### src/mfd_pkg.sv
// ----------------------------------------------------------------------------
// mfd_pkg: shared types and constants of the motor feedback decoder
// Field widths, register addresses and the sequencer state type.
// ----------------------------------------------------------------------------
package mfd_pkg;

	localparam int unsigned ENC_WRAP     = 8191;
	localparam int unsigned HALF_TURN    = 4096;
	localparam int unsigned STALL_FRAMES = 10;
	localparam int unsigned MUL_STEPS    = 32;   // bits of a serial multiplier operand

	localparam logic [2:0] REG_OFFSET   = 3'd0;
	localparam logic [2:0] REG_SPD_W    = 3'd1;
	localparam logic [2:0] REG_CUR_W    = 3'd2;
	localparam logic [2:0] REG_ENABLES  = 3'd3;
	localparam logic [2:0] REG_STALL_SP = 3'd4;
	localparam logic [2:0] REG_STALL_CU = 3'd5;
	localparam logic [2:0] REG_CRASH_S  = 3'd6;
	localparam logic [2:0] REG_MOTOR_EN = 3'd7;

	typedef enum logic [2:0] {
		ST_IDLE,
		ST_MUL,
		ST_FIN,
		ST_OUT
	} state_t;

	typedef struct packed {
		logic        start;
		logic [63:0] a;      // signed multiplicand
		logic [31:0] b;      // unsigned multiplier
	} mul_req_t;

	typedef struct packed {
		logic        busy;
		logic        done;
		logic [63:0] p;
	} mul_rsp_t;

	typedef struct packed {
		logic [12:0] position_offset;
		logic [15:0] speed_smoothing;
		logic [15:0] current_smoothing;
		logic [1:0]  detection_enables;
		logic [25:0] stall_speed;
		logic [14:0] stall_current;
		logic [7:0]  crash_sensitivity;
		logic        motor_on;
	} cfg_t;

endpackage

### src/mfd_if.sv
// ----------------------------------------------------------------------------
// mfd_in_if / mfd_out_if: valid/ready channels of the decoder
// One beat carries one feedback frame or one decoded result.
// ----------------------------------------------------------------------------
interface mfd_in_if;
	logic               valid;
	logic               ready;
	logic        [12:0] position_raw;
	logic signed [15:0] speed_rpm;
	logic signed [15:0] current_raw;
	logic        [7:0]  temperature;
	logic signed [15:0] drive_current;
	modport source (output valid, position_raw, speed_rpm, current_raw, temperature,
		drive_current, input ready);
	modport sink (input valid, position_raw, speed_rpm, current_raw, temperature,
		drive_current, output ready);
endinterface

interface mfd_out_if;
	logic               valid;
	logic               ready;
	logic        [12:0] corrected_position;
	logic        [24:0] single_turn_angle;
	logic signed [31:0] turn_count;
	logic signed [47:0] multiturn_angle;
	logic signed [26:0] filtered_speed;
	logic signed [23:0] filtered_current;
	logic        [7:0]  temperature_out;
	logic               crash_flag;
	logic               stall_flag;
	modport source (output valid, corrected_position, single_turn_angle, turn_count,
		multiturn_angle, filtered_speed, filtered_current, temperature_out, crash_flag,
		stall_flag, input ready);
	modport sink (input valid, corrected_position, single_turn_angle, turn_count,
		multiturn_angle, filtered_speed, filtered_current, temperature_out, crash_flag,
		stall_flag, output ready);
endinterface

### src/motor_feedback_decoder.sv
// ----------------------------------------------------------------------------
// motor_feedback_decoder: multiturn encoder tracking with stall detect
// Decodes one feedback frame per beat into angle, turns, filtered values
// and sticky crash/stall flags.
// ----------------------------------------------------------------------------
// Usage:
//  - in: one feedback frame per beat (valid/ready). out: one result per frame.
//  - APB port sets the eight configuration registers; the user must do
//    so only while the block is idle, which the block does not enforce.
//  - Each frame runs through a sequencer that drives one bit-serial
//    multiplier (one multiplier bit a cycle). Six products are needed:
//    two per filter, one for the crash threshold and one for turns*360
//    deg. Each product goes through start, one step per multiplier bit
//    and done. Frames are handled one at a time, and a new frame is
//    taken only after the previous result has left on out.ready.
//  - in.ready is high only in idle; a result waits in the output register
//    until out.ready, and no new frame is taken meanwhile.
//  - Reset clears turn count, filters, stall counter and flags, and restores
//    register defaults.
// ----------------------------------------------------------------------------
module motor_feedback_decoder (
	input  logic        clk,
	input  logic        arst_n,
	mfd_in_if.sink      in,
	mfd_out_if.source   out,
	input  logic        psel,
	input  logic        penable,
	input  logic        pwrite,
	input  logic [4:0]  paddr,
	input  logic [31:0] pwdata,
	output logic [31:0] prdata,
	output logic        pready
);
	mfd_pkg::cfg_t     cfg;
	mfd_pkg::mul_req_t mreq;
	mfd_pkg::mul_rsp_t mrsp;
	mfd_pkg::state_t   state_q, state_d;

	mfd_regs u_regs (
		.clk, .arst_n, .psel, .penable, .pwrite, .paddr, .pwdata, .prdata, .pready, .cfg
	);
	mfd_serial_mul u_mul (.clk, .arst_n, .req(mreq), .rsp(mrsp));

	// frame capture
	logic signed [15:0] rpm_q, cur_q;
	logic [15:0]        drive_mag_q;
	logic [7:0]         temp_q;
	logic [12:0]        pos_q;

	// tracked state
	logic [12:0]        prev_pos_q;
	logic signed [31:0] turns_q;
	logic signed [26:0] spd_f_q;
	logic signed [23:0] cur_f_q;
	logic [7:0]         stall_cnt_q;
	logic               crash_q, stall_q;

	logic [2:0]         op_q;      // which product is in flight
	logic signed [63:0] acc_q;     // filter accumulator
	logic signed [26:0] last_spd_q;
	logic signed [63:0] prod_q;    // crash product

	// result register
	logic               ovalid_q;
	logic signed [47:0] total_q;

	// position correction and turn step from raw input
	logic [12:0] pos_new;
	logic signed [14:0] diff;
	always_comb begin
		if (in.position_raw >= cfg.position_offset)
			pos_new = in.position_raw - cfg.position_offset;
		else
			pos_new = 13'(14'(in.position_raw) + 14'(mfd_pkg::ENC_WRAP)
				- 14'(cfg.position_offset));
		diff = $signed({2'b0, pos_new}) - $signed({2'b0, prev_pos_q});
	end

	logic accept;
	assign accept   = in.valid && in.ready;
	assign in.ready = (state_q == mfd_pkg::ST_IDLE);

	// operand of each product
	always_comb begin
		mreq.a = '0;
		mreq.b = '0;
		case (op_q)
			3'd0: begin mreq.a = 64'(spd_f_q);
				mreq.b = 32'(17'h10000 - 17'(cfg.speed_smoothing)); end
			3'd1: begin mreq.a = 64'(rpm_q) * 64'sd1536;
				mreq.b = 32'(cfg.speed_smoothing); end
			3'd2: begin mreq.a = 64'(cur_f_q);
				mreq.b = 32'(17'h10000 - 17'(cfg.current_smoothing)); end
			3'd3: begin mreq.a = {{40{cur_q[15]}}, cur_q, 8'd0};
				mreq.b = 32'(cfg.current_smoothing); end
			3'd4: begin mreq.a = (last_spd_q < 0 ? -64'(last_spd_q) : 64'(last_spd_q))
				- (spd_f_q < 0 ? -64'(spd_f_q) : 64'(spd_f_q));
				mreq.b = 32'(cfg.crash_sensitivity); end
			3'd5: begin mreq.a = 64'(turns_q); mreq.b = 32'd23592960; end
			default: ;
		endcase
	end
	assign mreq.start = (state_q == mfd_pkg::ST_MUL) && !mrsp.busy && !mrsp.done;

	always_comb begin
		state_d = state_q;
		case (state_q)
			mfd_pkg::ST_IDLE: if (accept) state_d = mfd_pkg::ST_MUL;
			mfd_pkg::ST_MUL:  if (mrsp.done && op_q == 3'd5) state_d = mfd_pkg::ST_FIN;
			mfd_pkg::ST_FIN:  state_d = mfd_pkg::ST_OUT;
			mfd_pkg::ST_OUT:  if (out.ready) state_d = mfd_pkg::ST_IDLE;
			default:          state_d = mfd_pkg::ST_IDLE;
		endcase
	end

	// filter rounding and clamping helpers
	logic signed [63:0] rnd;
	logic signed [47:0] flt;
	assign rnd = acc_q + mrsp.p + 64'sd32768;
	assign flt = 48'(rnd >>> 16);

	logic signed [63:0] la, na, tot;
	assign la  = last_spd_q < 0 ? -64'(last_spd_q) : 64'(last_spd_q);
	assign na  = spd_f_q < 0 ? -64'(spd_f_q) : 64'(spd_f_q);
	assign tot = mrsp.p + 64'(out.single_turn_angle);

	logic high_drive;
	assign high_drive = {1'b0, drive_mag_q} > {2'b0, cfg.stall_current};

	always_ff @(posedge clk or negedge arst_n) begin
		if (!arst_n) begin
			state_q     <= mfd_pkg::ST_IDLE;
			op_q        <= '0;
			prev_pos_q  <= '0;
			turns_q     <= '0;
			spd_f_q     <= '0;
			cur_f_q     <= '0;
			stall_cnt_q <= '0;
			crash_q     <= 1'b0;
			stall_q     <= 1'b0;
			ovalid_q    <= 1'b0;
		end else begin
			state_q <= state_d;
			if (accept) begin
				op_q       <= '0;
				prev_pos_q <= pos_new;
				if (diff > 15'sd4096)       turns_q <= turns_q - 32'sd1;
				else if (diff < -15'sd4096) turns_q <= turns_q + 32'sd1;
			end
			if (state_q == mfd_pkg::ST_MUL && mrsp.done) begin
				op_q <= op_q + 3'd1;
				case (op_q)
					3'd1: spd_f_q <= flt > 48'sd50331647 ? 27'sd50331647 :
						flt < -48'sd50331648 ? -27'sd50331648 : 27'(flt);
					3'd3: cur_f_q <= flt > 48'sd8388607 ? 24'sd8388607 :
						flt < -48'sd8388608 ? -24'sd8388608 : 24'(flt);
					default: ;
				endcase
			end
			if (state_q == mfd_pkg::ST_FIN) begin
				if (cfg.detection_enables[0] && !crash_q && cfg.motor_on && high_drive
					&& prod_q > la && la > 64'(cfg.stall_speed))
					crash_q <= 1'b1;
				if (cfg.detection_enables[1]) begin
					if (!stall_q && cfg.motor_on && high_drive
						&& na < 64'(cfg.stall_speed)) begin
						if (stall_cnt_q != 8'd255) stall_cnt_q <= stall_cnt_q + 8'd1;
						if (stall_cnt_q + 9'd1 > 9'(mfd_pkg::STALL_FRAMES)
							&& stall_cnt_q != 8'd255 || stall_cnt_q > 8'(mfd_pkg::STALL_FRAMES))
							stall_q <= 1'b1;
					end else
						stall_cnt_q <= '0;
				end
				ovalid_q <= 1'b1;
			end
			if (ovalid_q && out.ready) ovalid_q <= 1'b0;
		end
	end

	always_ff @(posedge clk) begin
		if (accept) begin
			rpm_q       <= in.speed_rpm;
			cur_q       <= in.current_raw;
			temp_q      <= in.temperature;
			drive_mag_q <= in.drive_current[15] ? 16'(-in.drive_current) : in.drive_current;
			pos_q       <= pos_new;
			last_spd_q  <= spd_f_q;
		end
		if (state_q == mfd_pkg::ST_MUL && mrsp.done) begin
			case (op_q)
				3'd0, 3'd2: acc_q <= mrsp.p;
				3'd4:       prod_q <= mrsp.p;
				3'd5: total_q <= tot > 64'sh7FFFFFFFFFFF ? 48'sh7FFFFFFFFFFF :
					tot < -64'sh800000000000 ? 48'sh800000000000 : 48'(tot);
				default: ;
			endcase
		end
	end

	assign out.valid              = ovalid_q;
	assign out.corrected_position = pos_q;
	assign out.single_turn_angle  = 25'(pos_q) * 25'd2880;
	assign out.turn_count         = turns_q;
	assign out.multiturn_angle    = total_q;
	assign out.filtered_speed     = spd_f_q;
	assign out.filtered_current   = cur_f_q;
	assign out.temperature_out    = temp_q;
	assign out.crash_flag         = crash_q;
	assign out.stall_flag         = stall_q;
endmodule

### src/mfd_serial_mul.sv
// ----------------------------------------------------------------------------
// mfd_serial_mul: bit-serial shift-and-add multiplier
// Signed 64-bit multiplicand times unsigned 32-bit multiplier, one bit a cycle.
// ----------------------------------------------------------------------------
module mfd_serial_mul (
	input  logic              clk,
	input  logic              arst_n,
	input  mfd_pkg::mul_req_t req,
	output mfd_pkg::mul_rsp_t rsp
);
	logic [63:0] a_q;
	logic [31:0] b_q;
	logic [63:0] acc_q;
	logic [5:0]  cnt_q;
	logic        busy_q;
	logic        done_q;

	always_ff @(posedge clk or negedge arst_n) begin
		if (!arst_n) begin
			busy_q <= 1'b0;
			done_q <= 1'b0;
			cnt_q  <= '0;
		end else begin
			done_q <= 1'b0;
			if (req.start) begin
				busy_q <= 1'b1;
				cnt_q  <= '0;
			end else if (busy_q) begin
				cnt_q <= cnt_q + 6'd1;
				if (cnt_q == 6'(mfd_pkg::MUL_STEPS - 1)) begin
					busy_q <= 1'b0;
					done_q <= 1'b1;
				end
			end
		end
	end

	// payload: operand a shifts left, b shifts right
	always_ff @(posedge clk) begin
		if (req.start) begin
			a_q   <= req.a;
			b_q   <= req.b;
			acc_q <= '0;
		end else if (busy_q) begin
			if (b_q[0])
				acc_q <= acc_q + a_q;
			a_q <= {a_q[62:0], 1'b0};
			b_q <= {1'b0, b_q[31:1]};
		end
	end

	assign rsp.busy = busy_q;
	assign rsp.done = done_q;
	assign rsp.p    = acc_q;
endmodule

### src/mfd_regs.sv
// ----------------------------------------------------------------------------
// mfd_regs: APB register file
// Eight configuration registers at byte address 4*i, readable.
// ----------------------------------------------------------------------------
module mfd_regs (
	input  logic                clk,
	input  logic                arst_n,
	input  logic                psel,
	input  logic                penable,
	input  logic                pwrite,
	input  logic [4:0]          paddr,
	input  logic [31:0]         pwdata,
	output logic [31:0]         prdata,
	output logic                pready,
	output mfd_pkg::cfg_t       cfg
);
	mfd_pkg::cfg_t cfg_q;
	logic [2:0]    idx;

	assign idx    = paddr[4:2];
	assign pready = 1'b1;
	assign cfg    = cfg_q;

	always_ff @(posedge clk or negedge arst_n) begin
		if (!arst_n) begin
			cfg_q.position_offset   <= '0;
			cfg_q.speed_smoothing   <= 16'd6554;
			cfg_q.current_smoothing <= 16'd6554;
			cfg_q.detection_enables <= '0;
			cfg_q.stall_speed       <= 26'd51200;
			cfg_q.stall_current     <= '0;
			cfg_q.crash_sensitivity <= 8'd5;
			cfg_q.motor_on          <= 1'b0;
		end else if (psel && penable && pwrite) begin
			case (idx)
				mfd_pkg::REG_OFFSET:   cfg_q.position_offset   <= pwdata[12:0];
				mfd_pkg::REG_SPD_W:    cfg_q.speed_smoothing   <= pwdata[15:0];
				mfd_pkg::REG_CUR_W:    cfg_q.current_smoothing <= pwdata[15:0];
				mfd_pkg::REG_ENABLES:  cfg_q.detection_enables <= pwdata[1:0];
				mfd_pkg::REG_STALL_SP: cfg_q.stall_speed       <= pwdata[25:0];
				mfd_pkg::REG_STALL_CU: cfg_q.stall_current     <= pwdata[14:0];
				mfd_pkg::REG_CRASH_S:  cfg_q.crash_sensitivity <= pwdata[7:0];
				mfd_pkg::REG_MOTOR_EN: cfg_q.motor_on          <= pwdata[0];
				default: ;
			endcase
		end
	end

	always_comb begin
		case (idx)
			mfd_pkg::REG_OFFSET:   prdata = {19'd0, cfg_q.position_offset};
			mfd_pkg::REG_SPD_W:    prdata = {16'd0, cfg_q.speed_smoothing};
			mfd_pkg::REG_CUR_W:    prdata = {16'd0, cfg_q.current_smoothing};
			mfd_pkg::REG_ENABLES:  prdata = {30'd0, cfg_q.detection_enables};
			mfd_pkg::REG_STALL_SP: prdata = {6'd0, cfg_q.stall_speed};
			mfd_pkg::REG_STALL_CU: prdata = {17'd0, cfg_q.stall_current};
			mfd_pkg::REG_CRASH_S:  prdata = {24'd0, cfg_q.crash_sensitivity};
			mfd_pkg::REG_MOTOR_EN: prdata = {31'd0, cfg_q.motor_on};
			default:               prdata = '0;
		endcase
	end
endmodule
### src/flat_wrapper.sv
// flat-port wrapper written by rule: the top's interface ports become plain ports
module motor_feedback_decoder_flat 
  (clk, arst_n, psel, penable, pwrite, paddr, pwdata, prdata, pready, in_valid, in_position_raw, in_speed_rpm, in_current_raw, in_temperature, in_drive_current, in_ready, out_valid, out_corrected_position, out_single_turn_angle, out_turn_count, out_multiturn_angle, out_filtered_speed, out_filtered_current, out_temperature_out, out_crash_flag, out_stall_flag, out_ready);
  mfd_in_if in_i ();
  mfd_out_if out_i ();
  input  logic clk;
  input  logic arst_n;
  input  logic psel;
  input  logic penable;
  input  logic pwrite;
  input  logic [4:0] paddr;
  input  logic [31:0] pwdata;
  output logic [31:0] prdata;
  output logic pready;
  input wire logic [$bits(in_i.valid)-1:0] in_valid;
  input wire logic [$bits(in_i.position_raw)-1:0] in_position_raw;
  input wire logic [$bits(in_i.speed_rpm)-1:0] in_speed_rpm;
  input wire logic [$bits(in_i.current_raw)-1:0] in_current_raw;
  input wire logic [$bits(in_i.temperature)-1:0] in_temperature;
  input wire logic [$bits(in_i.drive_current)-1:0] in_drive_current;
  output wire logic [$bits(in_i.ready)-1:0] in_ready;
  output wire logic [$bits(out_i.valid)-1:0] out_valid;
  output wire logic [$bits(out_i.corrected_position)-1:0] out_corrected_position;
  output wire logic [$bits(out_i.single_turn_angle)-1:0] out_single_turn_angle;
  output wire logic [$bits(out_i.turn_count)-1:0] out_turn_count;
  output wire logic [$bits(out_i.multiturn_angle)-1:0] out_multiturn_angle;
  output wire logic [$bits(out_i.filtered_speed)-1:0] out_filtered_speed;
  output wire logic [$bits(out_i.filtered_current)-1:0] out_filtered_current;
  output wire logic [$bits(out_i.temperature_out)-1:0] out_temperature_out;
  output wire logic [$bits(out_i.crash_flag)-1:0] out_crash_flag;
  output wire logic [$bits(out_i.stall_flag)-1:0] out_stall_flag;
  input wire logic [$bits(out_i.ready)-1:0] out_ready;
  assign in_i.valid = in_valid;
  assign in_i.position_raw = in_position_raw;
  assign in_i.speed_rpm = in_speed_rpm;
  assign in_i.current_raw = in_current_raw;
  assign in_i.temperature = in_temperature;
  assign in_i.drive_current = in_drive_current;
  assign in_ready = in_i.ready;
  assign out_valid = out_i.valid;
  assign out_corrected_position = out_i.corrected_position;
  assign out_single_turn_angle = out_i.single_turn_angle;
  assign out_turn_count = out_i.turn_count;
  assign out_multiturn_angle = out_i.multiturn_angle;
  assign out_filtered_speed = out_i.filtered_speed;
  assign out_filtered_current = out_i.filtered_current;
  assign out_temperature_out = out_i.temperature_out;
  assign out_crash_flag = out_i.crash_flag;
  assign out_stall_flag = out_i.stall_flag;
  assign out_i.ready = out_ready;
  motor_feedback_decoder u_core (.clk(clk), .arst_n(arst_n), .in(in_i), .out(out_i), .psel(psel), .penable(penable), .pwrite(pwrite), .paddr(paddr), .pwdata(pwdata), .prdata(prdata), .pready(pready));
endmodule
### config.mk
export PLATFORM = sky130hd
export DESIGN_NAME = motor_feedback_decoder_flat
export DESIGN_NICKNAME = d
export VERILOG_FILES = /design/src/mfd_pkg.sv /design/src/mfd_if.sv /design/src/motor_feedback_decoder.sv /design/src/mfd_serial_mul.sv /design/src/mfd_regs.sv /design/src/flat_wrapper.sv
export SDC_FILE = /design/constraint.sdc
export NUM_CORES = 2
export LEC_CHECK = 0
export BUFFER_PORTS_ARGS = -buffer_cell sky130_fd_sc_hd__buf_2
export CAP_MARGIN = 20
export CORE_ASPECT_RATIO = 1.4
export CORE_MARGIN = 1.5
export CORE_UTILIZATION = 56
export DETAILED_ROUTE_END_ITERATION = 8
export HOLD_SLACK_MARGIN = 0.05
export PLACE_DENSITY_LB_ADDON = 0.2
export SETUP_SLACK_MARGIN = 0.15
export SLEW_MARGIN = 40
export SYNTH_ARGS = -nofsm -noshare
export SYNTH_HDL_FRONTEND = slang
export SYNTH_HIERARCHICAL = 1
export SYNTH_SLANG_ARGS = --single-unit
### constraint.sdc
create_clock -name clk -period 7.6 [get_ports clk]
set_input_delay 0.38 -clock clk [delete_from_list [all_inputs] [get_ports clk]]
set_output_delay 0.38 -clock clk [all_outputs]
set_load 0.02 [all_outputs]
Yosys cells after proc, flatten, opt, wreduce, memory -nomap -nowiden --
Cells that the tools add are included. W data, S select, Z words.
Operators by class: equal/unequal tests 21, shifts and indexed selects 0, multipliers 2, add/subtract/negate cells 20, reductions and logical operators 49, multiplexer cells 35, order comparisons 17, bitwise logic cells 0, divide/modulo/power cells 0
Operators with widths (number):
- $pmux W96 S6 | 1
- $mux W64 | 4
- $pmux W32 S8 | 1
- $add A64 B64 Y64 | 2
- $mux W32 | 4
- $neg A27 Y64 | 2
- $add A64 B16 Y64 const B | 1
- $add A64 B25 Y64 | 1
- $gt A64 B26 Y1 | 1
- $gt A64 B48 Y1 const B | 1
- $gt A64 B64 Y1 | 1
- $lt A64 B26 Y1 | 1
- $lt A64 B48 Y1 const B | 1
- $sub A64 B64 Y64 | 1
- $lt A27 B1 Y1 const B | 2
- $mux W27 | 2
- $gt A48 B24 Y1 const B | 1
- $gt A48 B27 Y1 const B | 1
- $lt A48 B24 Y1 const B | 1
- $lt A48 B27 Y1 const B | 1
- $mux W24 | 2
- $mux W48 | 1
- $sub A17 B16 Y18 const A | 2
- $add A32 B2 Y32 const B | 1
- other kinds (40) | 108
Word-level totals: word-level logic and storage cells 178, bits of input ports 113, output and inout bits 214, bits in latches 0, register bits after elaboration 650, memory bits (writable) 0, memory bits (read-only) 0, memories 0

Logic depth before layout (Yosys ltp) --
depth in word-level cells 7, depth in mapped cells 40, depth with buffers taken out 38

Hierarchy --
Netlist, hierarchy kept.
Modules (own cells, without submodules):
- motor_feedback_decoder | seq. area each 10970.5 µm², instances 1, cells each 3717, area an instance 34083.9 µm²
- mfd_serial_mul | seq. area each 4364.2 µm², instances 1, cells each 1054, area an instance 10236.1 µm²
- mfd_regs | seq. area each 2451.1 µm², instances 1, cells each 329, area an instance 4605.7 µm²

Least setup slack after synthesis --
OpenSTA, ideal clock, no wires.
kind input to register, start point in in_position_raw[8], end point reg u_core.turns_q[31], in the netlist u_core/out.turn_count[31], setup time 0.129 ns, setup slack -0.536 ns, data arrival time 8.006 ns, stages on the path 39, path through ha_1 clkbuf_1 a211o_1 or3_1 a2111oi_0 o31ai_1 mux2i_1 or3b_1 a31oi_1 o21ai_1 nand2_1 a21o_1 a21oi_1 xnor2_1 ha_1 inv_1 o21ai_0 o31a_1 (+3 left out) o21a_1 or3_1 clkbuf_1 inv_1 ha_1 a21o_1 a211oi_1 o21a_1 o31ai_1 nand2_1 and2_1 o311a_1 o31ai_1 o41a_1 a2111o_1 xnor2_1 nand2b_1 xnor2_1
On the way: longest elaborated chain between the ends 7, elaborated cells on any way between the ends 11, classes of those cells add/sub: 4; order compare: 3; mux: 2; reduce/logical: 2
Ends and longest elaborated chain:
- start: declaration | RTL line flat_wrapper.sv:16 | input wire logic [$bits(in_i.position_raw)-1:0] in_position_raw;
- $add A13 B13 Y13 | RTL line motor_feedback_decoder.sv:74 | pos_new = 13'(14'(in.position_raw) + 14'(mfd_pkg::ENC_WRAP)
- $sub A13 B13 Y13 | RTL line motor_feedback_decoder.sv:75 | - 14'(cfg.position_offset));
- $mux W13 * | RTL line motor_feedback_decoder.sv:71 | if (in.position_raw >= cfg.position_offset)
- via u_core.pos_new[10] | RTL line motor_feedback_decoder.sv:68 | logic [12:0] pos_new;
- $sub A13 B13 Y14 * | RTL line motor_feedback_decoder.sv:76 | diff = $signed({2'b0, pos_new}) - $signed({2'b0, prev_pos_q});
- $lt A15 B13 Y1 / $gt A15 B14 Y1 (equally long branches) | RTL line motor_feedback_decoder.sv:148, motor_feedback_decoder.sv:147
- $reduce_bool A2 Y1 (no source line)
- $reduce_and A2 Y1 (no source line)
- end signal: assignment | RTL line motor_feedback_decoder.sv:147 | if (diff > 15'sd4096) turns_q <= turns_q - 32'sd1;
- end signal: assignment | RTL line motor_feedback_decoder.sv:148 | else if (diff < -15'sd4096) turns_q <= turns_q + 32'sd1;
- end: declaration | RTL line motor_feedback_decoder.sv:52 | logic signed [31:0] turns_q;
The timed path passes the listed nets; every way through them passes the cells marked *. A chain may end at the register's enable or synchronous reset.

Final worst setup path --
start point reg u_core.u_regs.cfg_q, in the netlist u_core/u_regs/cfg[92], end point reg u_core.turns_q[31], in the netlist u_core/out.turn_count[31]
On the way: longest elaborated chain between the ends 6, elaborated cells on any way between the ends 10, classes of those cells add/sub: 3; order compare: 3; mux: 2; reduce/logical: 2
Ends and longest elaborated chain:
- start: declaration | RTL line mfd_regs.sv:17 | mfd_pkg::cfg_t cfg_q;
- $ge A13 B13 Y1 * | RTL line motor_feedback_decoder.sv:71
- $mux W13 * | RTL line motor_feedback_decoder.sv:71
- via u_core.pos_new[6] | RTL line motor_feedback_decoder.sv:68
- $sub A13 B13 Y14 * | RTL line motor_feedback_decoder.sv:76
- $lt A15 B13 Y1 / $gt A15 B14 Y1 (equally long branches) | RTL line motor_feedback_decoder.sv:148, motor_feedback_decoder.sv:147
- $reduce_bool A2 Y1 (no source line)
- $reduce_and A2 Y1 (no source line)
Marked as above.

==> results by group <==
Run status
  • Status: finished, violations left
  • Failing checks: setup timing

Layout
  • Sequential Area: 0.01779 mm^2
  • Footprint of the multi-input gates: 0.03017 mm^2
  • Share of cells above drive strength 1: 18.96%
  • Post-route insts no fill: 6982
  • Area delta synth->final: 17.55%
  • Nets: 6425
  • Fillers: 7177

Floorplanning
  • Die W: 252.8 um
  • Die height: 352.7 um
  • FP Rows: 128
  • Core Region: 0.08680 mm^2
  • DIE AREA: 0.08917 mm^2
  • Initial core utilization: 56.36%
  • Io pins: 327

Worst setup path
  • Worst r2r dst: u_core/out.turn_count[31]
  • WS Path Type: flop to flop
  • Critical Path RT: 8.11 ns
  • R2R depth: 43
  • Crit path from: u_core/u_regs/cfg[92]
  • Critical Path AT: 8.23 ns
  • Crit end category: flop
  • Startpoint types: flop
  • Reg-to-Reg Start: u_core/u_regs/cfg[92]
  • Crit path largest cell delay: 0.43 ns
  • Critical Path End: u_core/out.turn_count[31]
  • Critical path's slowest cell: or3_4
  • Reg2reg setup slack: -0.12 ns
  • CP Max Fanout: 3

Timing
  • RSZ-0062 raised after global routing: yes
  • Setup TNS: -0.2558 ns
  • Tmin final: 7.719 ns
  • Max Fclk: 129.5 MHz
  • Final setup viols: 4
  • Setup skew after layout: 0.03699 ns
  • Final Hold Viols: 0
  • Final period util: 101.6%
  • Final worst slack: -0.1195 ns
  • Final Slew Violations: 0
  • Slew HR: 39.85%
  • Worst-Margin Slew: 0.8929 ns

Logic synthesis
  • Sequential area share after synthesis: 36.35%
  • Mean post-synth cell area: 9.593 um^2
  • Synth Area in Compound Gates: 19.18%
  • Post-synthesis xor/xnor area fraction: 6.122%
  • Mux cell area share after synthesis: 5.557%
  • Ys async rst share: 33.44%
  • Post-Synth Adder-Cell Area: 14.80%
  • Post-Syn Area: 0.04893 mm^2
  • Synth warn: 6
  • EDFF count, synth: 368
  • Post-synthesis simple-gate area fraction: 13.57%
  • Syn Inst Count: 5100
  • Post-synth cell types: 112
  • Top_reg_cell synth: edfxtp_1
  • Synth Register Bits: 649
  • Combinational family with the most area after synthesis: compound AO/OA/AOI/OAI gates

Min path
  • Hold Crit Depth: 2
  • Hold crit path type: input port to flop

Power
  • Maximum vdd ir drop: 228.6 uV
  • Tot Pwr: 9863 uW
  • Pwr Density: 171.5 mW/mm^2
  • Static power due to leakage: 0.02714 uW

Global route
  • Total grt overflow: 0
  • Initial antenna violation count: 4
  • Aggregate global-route resource usage: 35.00%
  • Largest net degree at the start of global routing: 99
  • Vias in the first global route: 42290
  • First-pass GRT wire length: 241000 um

Routing
  • Post-route DRC violation count: 0
  • Avg Vias per Cell: 6.182
  • Initial DRC Count: 3590
  • Via count: 43160
  • Routed WL: 159900 um
  • Number of nets with antenna violations after routing: 0
  • Pre-Repair DR Iteration Count: 7
  • Wire per inst: 22.90 um

Placement
  • Port Buf Inserts: 305
  • GPL Wtd Cong: 1.033
  • DP Worst Slack: -0.5971 ns
  • Cells after DPL: 6731
  • DP HPWL: 121900 um

Clocking
  • Skew-Pair Late Insertion Delay: 0.66 ns
  • Worst-path clk slew: 0.06 ns
  • CTS sink count: 649
  • Clk buf depth: 3
  • Clock Tree Root: clkbuf_16
  • CTS Buf Count: 71
  • CTS tree: done
  • H-tree Lvls: 3

Run
  • Max-cap violations: 0
## routing by layer
metal	global-route usage [%]	routed length, um	share of wire [%]	vias up
met1	41.47	60850	38	20853
li1	-	-	-	20056
met5	0	13	0.0081	-
met3	5.594	10930	6.8	488
met4	22.75	11730	7.3	2
met2	58.70	76360	48	1761
## worst min-delay path by stage
stage	slack, ns	end	startpoint
after floorplan	0.08	u_core/op_q[0]	arst_n
after global placement	0.45	u_core/out.valid	u_core/out.valid
after detailed placement	0.47	u_core/u_regs/cfg[11]	arst_n
after CTS	0.05	u_core/drive_mag_q[10]	in_drive_current[10]
after global routing	0.08	u_core/drive_mag_q[7]	in_drive_current[7]
final	0.08	u_core/drive_mag_q[10]	in_drive_current[10]
## metrics by stage
| step | utilization [%] | hold slack [ns] | area (um^2) |
|---|---|---|---|
| 3_3_place_gp | 61.43 | 0.4518 | 53330 |
| 5_1_grt | 66.25 | 0.08115 | 57510 |
| 3_5_place_dp | 61.52 | 0.4707 | 53400 |
| 4_1_cts | 65.66 | 0.05278 | 57000 |
| 2_1_floorplan | - | 0.08441 | 49470 |
| 6_report | 66.26 | 0.07538 | 57510 |
## registers in the layout (all words and copies together) (netlist names), 24 cells and up
signal / flops
u_core/u_mul/a_q: 64
u_core/out.turn_count: 32
u_core/out.multiturn_angle: 48
u_core/acc_q: 64
u_core/out.filtered_speed: 27
u_core/last_spd_q: 27
u_core/u_regs/cfg: 97
u_core/u_mul/b_q: 32
u_core/prod_q: 64
u_core/u_mul/acc_q: 64
u_core/out.filtered_current: 24
## critical path, delay by kind of cell (launching register included)
family,cells,cell delay (ns)
compound gates,16,3.12
xor+xnor,2,0.28
mux,1,0.17
flops,1,0.39
simple gates,9,1.83
buf+inv,12,1.14
fa+ha+maj,3,0.67
## cell families after synthesis
logic type / count (synthesis)
DFF: 649
and+or+nand+nor: 1337
xor gates and xnor gates: 342
buffers and inverters: 525
adders and majority gates: 562
other: 4
muxes: 238
AOI/OAI and AO/OA: 1443
## final cells by class
cell class                 instances  area share [%]
antenna                            4         0.01740
clock buffer                      98           3.481
clock inverter                    33          0.6222
inverter                         326           2.143
multi-input combinational       4050           52.46
sequential                       649           30.92
tap                             1170           2.545
timing repair buffer             652           7.804
## where the power goes
group / leakage [uW] / total (uW) / switching [uW] / internal, uW
Combinational: 0.0187 / 2320 / 1210 / 1110
Clock: 0.00115 / 3560 / 1560 / 2010
Sequential: 0.00730 / 3970 / 138 / 3840
## what timing repair did
action / CTS / global route
hold endpoints to repair: 154 / 0
hold buffers: 62 / 0
pin swaps: 41 / 53
gates resized for setup: 62 / 94
cloned: 0 / 1
buffers inserted: 42 / 10
endpoints found under the setup margin: 43 / 66
## cells in the mapped netlist, types with 72 or more instances
| library cell | number | area share, % |
|---|---|---|
| nand2_1 | 428 | 3.3 |
| edfxtp_1 | 368 | 23 |
| xnor2_1 | 186 | 3.3 |
| nand4_1 | 84 | 1.1 |
| a21o_1 | 173 | 2.7 |
| clkbuf_1 | 120 | 0.92 |
| xor2_1 | 156 | 2.8 |
| dfrtp_1 | 198 | 10 |
| mux2_2 | 197 | 4.5 |
| nor2_1 | 276 | 2.1 |
| nor3_1 | 72 | 0.74 |
| inv_1 | 325 | 2.5 |
| o21ai_0 | 324 | 3.3 |
| ha_1 | 534 | 14 |
| nand3_1 | 94 | 0.96 |
| a21oi_1 | 379 | 3.9 |
## cells in the final DEF, fill, tap and decap left out, drive strengths merged, types with 39 or more instances in the layout
| cell | count |
|---|---|
| a211oi | 39 |
| a21o | 173 |
| a21oi | 382 |
| and2 | 46 |
| and3 | 40 |
| buf | 590 |
| clkbuf | 98 |
| conb | 127 |
| dfrtp | 198 |
| dfxtp | 64 |
| dlygate4sd3 | 62 |
| edfxtp | 368 |
| ha | 534 |
| inv | 330 |
| mux2 | 209 |
| nand2 | 430 |
| nand2b | 62 |
| nand3 | 95 |
| nand4 | 85 |
| nor2 | 281 |
| nor2b | 67 |
| nor3 | 76 |
| o21a | 42 |
| o21ai | 341 |
| o21bai | 48 |
| o31ai | 44 |
| xnor2 | 186 |
| xor2 | 156 |
(Power assumes the default switching activity.)
